===== config.mk =====
export PLATFORM = sky130hd
export DESIGN_NAME = cdn_seq
export DESIGN_NICKNAME = d
export VERILOG_FILES = /design/src/rtl/core/cdn_pkg.sv /design/src/rtl/core/cdn_seq.sv
export SDC_FILE = /design/constraint.sdc
export NUM_CORES = 1
export LEC_CHECK = 0
export BUFFER_PORTS_ARGS = -buffer_cell sky130_fd_sc_hd__buf_2
export CAP_MARGIN = 20
export CORE_AREA = 2 2 39 41
export DETAILED_ROUTE_END_ITERATION = 12
export DIE_AREA = 0 0 41 43
export SYNTH_ARGS = -nofsm -noshare
export SYNTH_HDL_FRONTEND = slang
export SYNTH_SLANG_ARGS = --single-unit

===== constraint.sdc =====
create_clock -name i_clk -period 3.5 [get_ports i_clk]
set_input_delay 0 -clock i_clk [delete_from_list [all_inputs] [get_ports i_clk]]
set_output_delay 0 -clock i_clk [all_outputs]
set_load 0.01 [all_outputs]

===== src/rtl/core/cdn_pkg.sv =====
// Types, constants and calendar helper functions shared by the day-number unit.
package cdn_pkg;

    localparam logic [11:0] EPOCH_YEAR        = 12'd1900;
    localparam logic [11:0] TOP_YEAR          = 12'd4095;
    localparam logic [10:0] RECIP_100         = 11'd1311;
    localparam logic [10:0] DAYS_PER_YEAR     = 11'd365;
    localparam logic [8:0]  LEAPS_PRE_EPOCH   = 9'd460;
    localparam logic [3:0]  LAST_MONTH        = 4'd12;
    localparam logic [3:0]  MARCH             = 4'd3;
    localparam logic [4:0]  OVF_DAY           = 5'd31;
    localparam logic [3:0]  OVF_MONTH         = 4'd12;

    localparam logic [1:0] ACT_DAY_NUM = 2'd0;
    localparam logic [1:0] ACT_DIFF    = 2'd1;
    localparam logic [1:0] ACT_ADD     = 2'd2;

    typedef struct packed {
        logic [1:0]  action;
        logic [4:0]  first_day;
        logic [3:0]  first_month;
        logic [11:0] first_year;
        logic [4:0]  second_day;
        logic [3:0]  second_month;
        logic [11:0] second_year;
        logic [11:0] add_days;
    } t_req;

    typedef struct packed {
        logic signed [20:0] day_count;
        logic [4:0]         result_day;
        logic [3:0]         result_month;
        logic [11:0]        result_year;
        logic               overflow;
    } t_rsp;

    typedef enum logic [3:0] {
        ST_IDLE, ST_MUL100, ST_MUL400, ST_MUL365, ST_REM, ST_Y4,
        ST_Q100, ST_Q400, ST_EPOCH, ST_MON, ST_STEP, ST_OUT
    } t_state;

    typedef enum logic [3:0] {
        OP_NONE, OP_LOAD, OP_MUL100, OP_MUL400, OP_MUL365, OP_REM, OP_Y4,
        OP_Q100, OP_Q400, OP_EPOCH, OP_MON, OP_STEP
    } t_op;

    typedef struct packed {
        t_op  op;
        logic second;
        logic emit;
    } t_ctrl;

    typedef struct packed {
        logic       step_done;
        logic [1:0] action;
    } t_stat;

    function automatic logic [4:0] month_len(input logic [3:0] m, input logic leap);
        logic [4:0] len;
        case (m)
            4'd1, 4'd3, 4'd5, 4'd7, 4'd8, 4'd10, 4'd12: len = 5'd31;
            4'd2:    len = leap ? 5'd29 : 5'd28;
            default: len = 5'd30;
        endcase
        return len;
    endfunction

    function automatic logic [8:0] days_before(input logic [3:0] m);
        logic [8:0] d;
        case (m)
            4'd2:    d = 9'd31;
            4'd3:    d = 9'd59;
            4'd4:    d = 9'd90;
            4'd5:    d = 9'd120;
            4'd6:    d = 9'd151;
            4'd7:    d = 9'd181;
            4'd8:    d = 9'd212;
            4'd9:    d = 9'd243;
            4'd10:   d = 9'd273;
            4'd11:   d = 9'd304;
            4'd12:   d = 9'd334;
            4'd13:   d = 9'd365;
            4'd14:   d = 9'd395;
            4'd15:   d = 9'd425;
            default: d = 9'd0;
        endcase
        return d;
    endfunction

endpackage


===== src/rtl/core/cdn_seq.sv =====
// Sequencer stepping the shared datapath through one request.
module cdn_seq
    import cdn_pkg::*;
(
    input  logic       i_clk,
    input  logic       i_rst_n,
    input  logic       i_valid,
    input  logic [1:0] i_action,
    input  logic       i_out_free,
    input  t_stat      i_stat,
    output logic       o_ready,
    output t_ctrl      o_ctrl
);

    t_state r_state;
    t_state n_state;
    logic   r_second;
    logic   n_second;
    logic   accept;

    assign accept = i_valid && (r_state == ST_IDLE);

    always_ff @(posedge i_clk) begin
        if (!i_rst_n) begin
            r_state  <= ST_IDLE;
            r_second <= 1'b0;
        end else begin
            r_state  <= n_state;
            r_second <= n_second;
        end
    end

    always_comb begin
        n_state  = r_state;
        n_second = r_second;
        case (r_state)
            ST_IDLE: begin
                n_second = 1'b0;
                if (accept) begin
                    if ((i_action == ACT_DAY_NUM) || (i_action == ACT_DIFF) ||
                        (i_action == ACT_ADD)) begin
                        n_state = ST_MUL100;
                    end else begin
                        n_state = ST_OUT;
                    end
                end
            end
            ST_MUL100: n_state = ST_MUL400;
            ST_MUL400: n_state = ST_MUL365;
            ST_MUL365: n_state = ST_REM;
            ST_REM:    n_state = (i_stat.action == ACT_ADD) ? ST_STEP : ST_Y4;
            ST_Y4:     n_state = ST_Q100;
            ST_Q100:   n_state = ST_Q400;
            ST_Q400:   n_state = ST_EPOCH;
            ST_EPOCH:  n_state = ST_MON;
            ST_MON: begin
                if ((i_stat.action == ACT_DIFF) && !r_second) begin
                    n_second = 1'b1;
                    n_state  = ST_MUL100;
                end else begin
                    n_state = ST_OUT;
                end
            end
            ST_STEP: begin
                if (i_stat.step_done) begin
                    n_state = ST_OUT;
                end
            end
            ST_OUT: begin
                if (i_out_free) begin
                    n_state = ST_IDLE;
                end
            end
            default: n_state = ST_IDLE;
        endcase
    end

    always_comb begin
        o_ready       = (r_state == ST_IDLE);
        o_ctrl.second = r_second;
        o_ctrl.emit   = 1'b0;
        case (r_state)
            ST_IDLE:   o_ctrl.op = accept ? OP_LOAD : OP_NONE;
            ST_MUL100: o_ctrl.op = OP_MUL100;
            ST_MUL400: o_ctrl.op = OP_MUL400;
            ST_MUL365: o_ctrl.op = OP_MUL365;
            ST_REM:    o_ctrl.op = OP_REM;
            ST_Y4:     o_ctrl.op = OP_Y4;
            ST_Q100:   o_ctrl.op = OP_Q100;
            ST_Q400:   o_ctrl.op = OP_Q400;
            ST_EPOCH:  o_ctrl.op = OP_EPOCH;
            ST_MON:    o_ctrl.op = OP_MON;
            ST_STEP:   o_ctrl.op = i_stat.step_done ? OP_NONE : OP_STEP;
            ST_OUT: begin
                o_ctrl.op   = OP_NONE;
                o_ctrl.emit = i_out_free;
            end
            default:   o_ctrl.op = OP_NONE;
        endcase
    end

endmodule


* After elaboration in Yosys (flattened, before gate mapping) *
Index checks and enable logic that the tools add are counted.
Widths: inputs -> output; s select.

cells by class
  equal/unequal tests = 19
  multiplexer cells = 13
  reductions and logical operators = 10

operators by type and width
  kind                count
  $pmux 4 s12         1
  $pmux 4 s11         1
  $mux 4              7
  $eq 4x3->1 const B  4
  $eq 4x4->1 const B  4
  $eq 4x2->1 const B  2
  $ne 2x2->1 const B  3
  $eq 2x1->1 const B  2
  $eq 2x2->1 const B  2
  $eq 4x1->1 const B  1
  $logic_not 4->1     1
  $mux 1              3
  $reduce_and 3->1    1
  $logic_and 1x1->1   2
  $logic_not 2->1     1
  $logic_or 1x1->1    2
  $ne 2x1->1 const B  1
  $pmux 1 s2          1
  $reduce_and 2->1    1
  $reduce_bool 2->1   1
  $logic_not 1->1     1

word-level totals
  bits in registers = 5
  input bits = 9
  output and inout port bits = 7
  logic and storage cells = 44

* Depth between registers and ports, before layout *
  depth after elaboration = 6
  depth in mapped cells = 5
  depth with buffers taken out = 4

* Least setup slack after synthesis *
OpenSTA, ideal clock, no wires.

  kind = register to register
  from = register r_state[3]
  to = register r_state[1]
  data arrival time = 1335 ps
  path slack = 2079 ps
  stages on the path, launching flop included = 6
  buffers on the path = 1
  clock period less this slack = 1421 ps
  cells stage by stage = dfxtp_1 > buf_4 > nor4_2 > nand3_1 > and3_4 > a221oi_2

between the ends
  word-level cells in the longest chain between the ends = 4
  elaborated cells between the ends (all ways) = 18
  those cells by class = 14 x eq/ne; 1 x mux; 3 x reduce/logical

ends and longest elaborated chain
  item                               line           text
  start: declaration                 cdn_seq.sv:15  t_state r_state;
  start signal: assignment           cdn_seq.sv:28  r_state <= n_state;
  $logic_not 4->1 (*)                n/a
  via o_ready                        cdn_seq.sv:11  output logic o_ready,
  $logic_and 1x1->1                  cdn_seq.sv:21  assign accept = i_valid && (r_state == ST_IDLE);
  $ne 2x1->1 (no source line)        n/a
  $reduce_and 3->1 (no source line)  n/a

Mark *: on every way through the listed nets, which the timed path passes. The rest lies on a longest branch.
A chain may end at the register's enable or synchronous reset.

* Final worst setup path *
  from = register r_state[1]
  to = register r_state[3]

between the ends
  word-level cells in the longest chain between the ends = 4
  elaborated cells between the ends (all ways) = 18
  those cells by class = 14 x eq/ne; 1 x mux; 3 x reduce/logical

ends and longest elaborated chain
  item                               line
  $logic_not 4->1                    cdn_seq.sv:21, cdn_seq.sv:36
  $logic_and 1x1->1                  cdn_seq.sv:21
  $ne 2x1->1 (no source line)        n/a
  $reduce_and 3->1 (no source line)  n/a

Several ways; a longest one is shown, not always the timed one.

==> metrics.md <==
| Metric | Value |
|---|---|
| Outcome | `finished clean` |
| DRC violations left | `0` |
| Multi-input logic area | `308 sq um` |
| Final Setup Violations | `0` |
| Mapped Avg Cell Area | `7.43 sq um` |
| Met3 Wirelength | `62 um` |
| R2r startpoint | `r_state[1]` |
| Syn_nets | `71` |
| CP bufs+invs | `0` |
| Critical R2R Capture | `r_state[3]` |
| Antenna Cells | `0` |
| Row cnt | `14` |
| Register area share after synthesis | `21.7%` |
| CORE AREA | `1380 sq um` |
| Num CTS Buffers | `3` |
| Worst slew margin | `65.9%` |
| CTS resizes | `0` |
| Hold crit path type | `in2reg` |
| CP startpoint kind | `register` |
| DP Wirelength | `837 um` |
| Top cells by area, synth | `dfxtp_1 22%, a21oi_1 7.6%, a221oi_2 6.5%` |
| H-tree levels | `1` |
| Area leader, netlist | `dfxtp_1` |
| CTS Root Cell | `clkbuf_4` |
| Worst setup path end | `r_state[3]` |
| Leak | `0.228 nW` |
| Worst-Margin Slew | `0.510 ns` |
| Routed vias | `489` |
| Clock Latency Late Sink | `0.24 ns` |
| Total GRT Usage | `14.3%` |
| Metal-1 WL | `550 um` |
| Worst Path Required | `3.65 ns` |
| Max Fclk | `639 MHz` |
| Share of layout cells above drive strength 1 | `32.5%` |
| Crit-path cells | `or4b_4 -> a21oi_2 -> a21oi_1 -> a221oi_2` |
| Vias per cell | `5.26` |
| Largest net degree at the start of global routing | `17` |
| Critical path class | `reg2reg` |
| CP Max Fanout | `16` |
| RSZ-0062 raised after global routing | `no` |
| Crit share post-route | `44.7%` |
| Initial core utilization | `33.3%` |
| Fin crit period | `1.56 ns` |
| Path depth of the worst reg2reg path | `4` |
| Chip Height | `43 um` |
| Number of synthesized register bits | `5` |
| Worst path max stage delay | `0.59 ns` |
| Area fraction of the dominant cell type after synthesis | `21.7%` |
| Number of cells on the critical path | `4` |
| Commonest non-fill, non-tap cell in the layout | `buf_2` |
| Vias in the first global route | `428` |
| Worst endpoint data arrival time | `1.72 ns` |
| DR WL met2 | `461 um` |
| Wirelength, routed | `1.07 mm` |
| Final worst setup slack | `1.94 ns` |
| # port buffers | `15` |
| Clock buffer depth | `2` |
| Final Hold Fails | `0` |
| Die area | `1760 sq um` |
| Layout Nets | `87` |
| Worst-path clk slew | `0.04 ns` |
| Max VDD drop | `0.223 mV` |
| Chip width | `41 um` |
| First-pass GRT wire length | `1.80 mm` |
| Pwr per Cell Area | `462 nW/um^2` |
| Commonest cells after routing, fill and taps aside | `15 x buf_2, 7 x a21oi_1, 5 x nand2_1, 5 x inv_1, 5 x dfxtp_1` |
| Crit path max-delay cell type | `or4b_4` |
| Netlist cell types | `29` |
| Max-cap viol count | `0` |
| Family with the most delay on the worst path | `simple AND/OR/NAND/NOR gates` |
| Post-DRT Antenna Nets | `0` |
| Syn Inst Count | `62` |
| DR WL/cell | `11.5 um` |
| Synth warn | `0` |
| GP Congestion | `0.718` |
| CTS tree | `done` |
| Total grt overflow | `0` |
| Setup skew after layout | `0.000236 ns` |
| Max-slew violations | `0` |
| Reg-to-reg slack, setup | `1.94 ns` |
| Post-Syn Area | `460 sq um` |
| Antenna violations before repair | `0` |
| Storage cell area | `100 sq um` |
| CP Launch Point | `r_state[1]` |
| Endpoint class of the critical path | `register` |
| Area grow syn2layout | `22.0%` |
| DRT Pass-1 Iters | `3` |
| Setup TNS Final | `0 ns` |
| Number of fillers in the final layout | `149` |
| DR iter-0 viols | `8` |
| Worst slack at placement | `1.96 ns` |
| # clock sinks | `5` |
| I/O pins | `16` |
| Top sig layer | `met3` |
-- kinds of logic after synthesis --
logic type | count (synthesis) | synth area share, %
AO/OA/AOI/OAI | 20 | 30.2
XOR/XNOR | 1 | 1.90
buffers and inverters | 11 | 11.4
flip-flops | 5 | 21.7
AND/OR/NAND/NOR | 25 | 34.8
-- synth_stat cells --
library cell / count
buf_4: 2
o32ai_1: 1
xnor2_1: 1
dfxtp_1: 5
and3_4: 1
inv_2: 1
nand3_1: 3
a21oi_1: 7
inv_1: 5
o2111ai_1: 1
o21ai_0: 2
or4b_4: 1
and3_1: 1
o31ai_1: 1
nor3b_1: 1
nand2_1: 5
and2b_1: 1
and4bb_1: 1
o32a_1: 1
a221oi_2: 2
buf_2: 3
nand2b_1: 4
nor2_1: 3
nor3_1: 1
o21ai_1: 4
nand3b_1: 1
a21oi_2: 1
nor4_2: 1
nor4_1: 1
-- worst register-to-register path, delay by kind of cell, from the launching register on --
kind | cells | cell delay [ns]
AO/OA/AOI/OAI | 3 | 0.42
flip-flops | 1 | 0.46
AND/OR/NAND/NOR | 1 | 0.60
-- state kept, by name, indices dropped and copies added, names as in the netlist --
name      cells
r_second      1
r_state       4
-- what timing repair did --
item | 4_1_cts | 5_1_grt
buffers inserted | 0 | 0
hold buffers | 1 | 0
endpoints found under the hold margin | 1 | 0
-- layer usage --
metal,GRT usage [%],up-vias
met5,0,-
met2,21.6,12
met1,19.6,222
li1,-,255
met4,4.00,0
met3,3.14,0
-- power by group --
group / internal, mW / total [mW] / switching, mW
logic: 0.0505 / 0.105 / 0.0549
registers: 0.0646 / 0.0882 / 0.0236
clock network: 0.0431 / 0.0659 / 0.0228
-- cell type report --
| cell class | instances | area share [%] |
|---|---|---|
| multi-input cells | 46 | 54.8 |
| clock buffers | 4 | 4.68 |
| flip-flops and latches | 5 | 17.8 |
| repair buffers | 16 | 15.1 |
| well taps | 16 | 3.56 |
| inverters | 6 | 4.01 |
-- worst min path at each step --
| stage | startpoint | endpoint | slack, ns | cells after the start |
|---|---|---|---|---|
| after floorplan | i_out_free | o_ctrl[0] | 0.11 | 2 |
| after global placement | i_out_free | r_state[0] | 0.23 | 2 |
| after detailed placement | i_out_free | r_state[0] | 0.24 | 2 |
| after CTS | i_rst_n | r_state[2] | 0.02 | 2 |
| after global routing | i_rst_n | r_state[2] | 0.03 | 2 |
| final | i_rst_n | r_state[2] | 0.03 | 2 |
-- per-stage QoR --
stage / hold slack, ns / power (mW) / utilization (%) / std cells / instance area (sq um)
6_report: 0.0291 / 0.259 / 40.6 / 93 / 562
5_1_grt: 0.0294 / 0.280 / 40.6 / 93 / 562
4_1_cts: 0.0232 / 0.263 / 40.6 / 93 / 562
3_5_place_dp: 0.243 / 0.193 / 38.0 / 88 / 526
3_3_place_gp: 0.235 / 0.193 / 38.0 / 88 / 526
2_1_floorplan: 0.110 / 0.163 / - / 62 / 460
No activity file was read; power rests on OpenSTA's default activity.
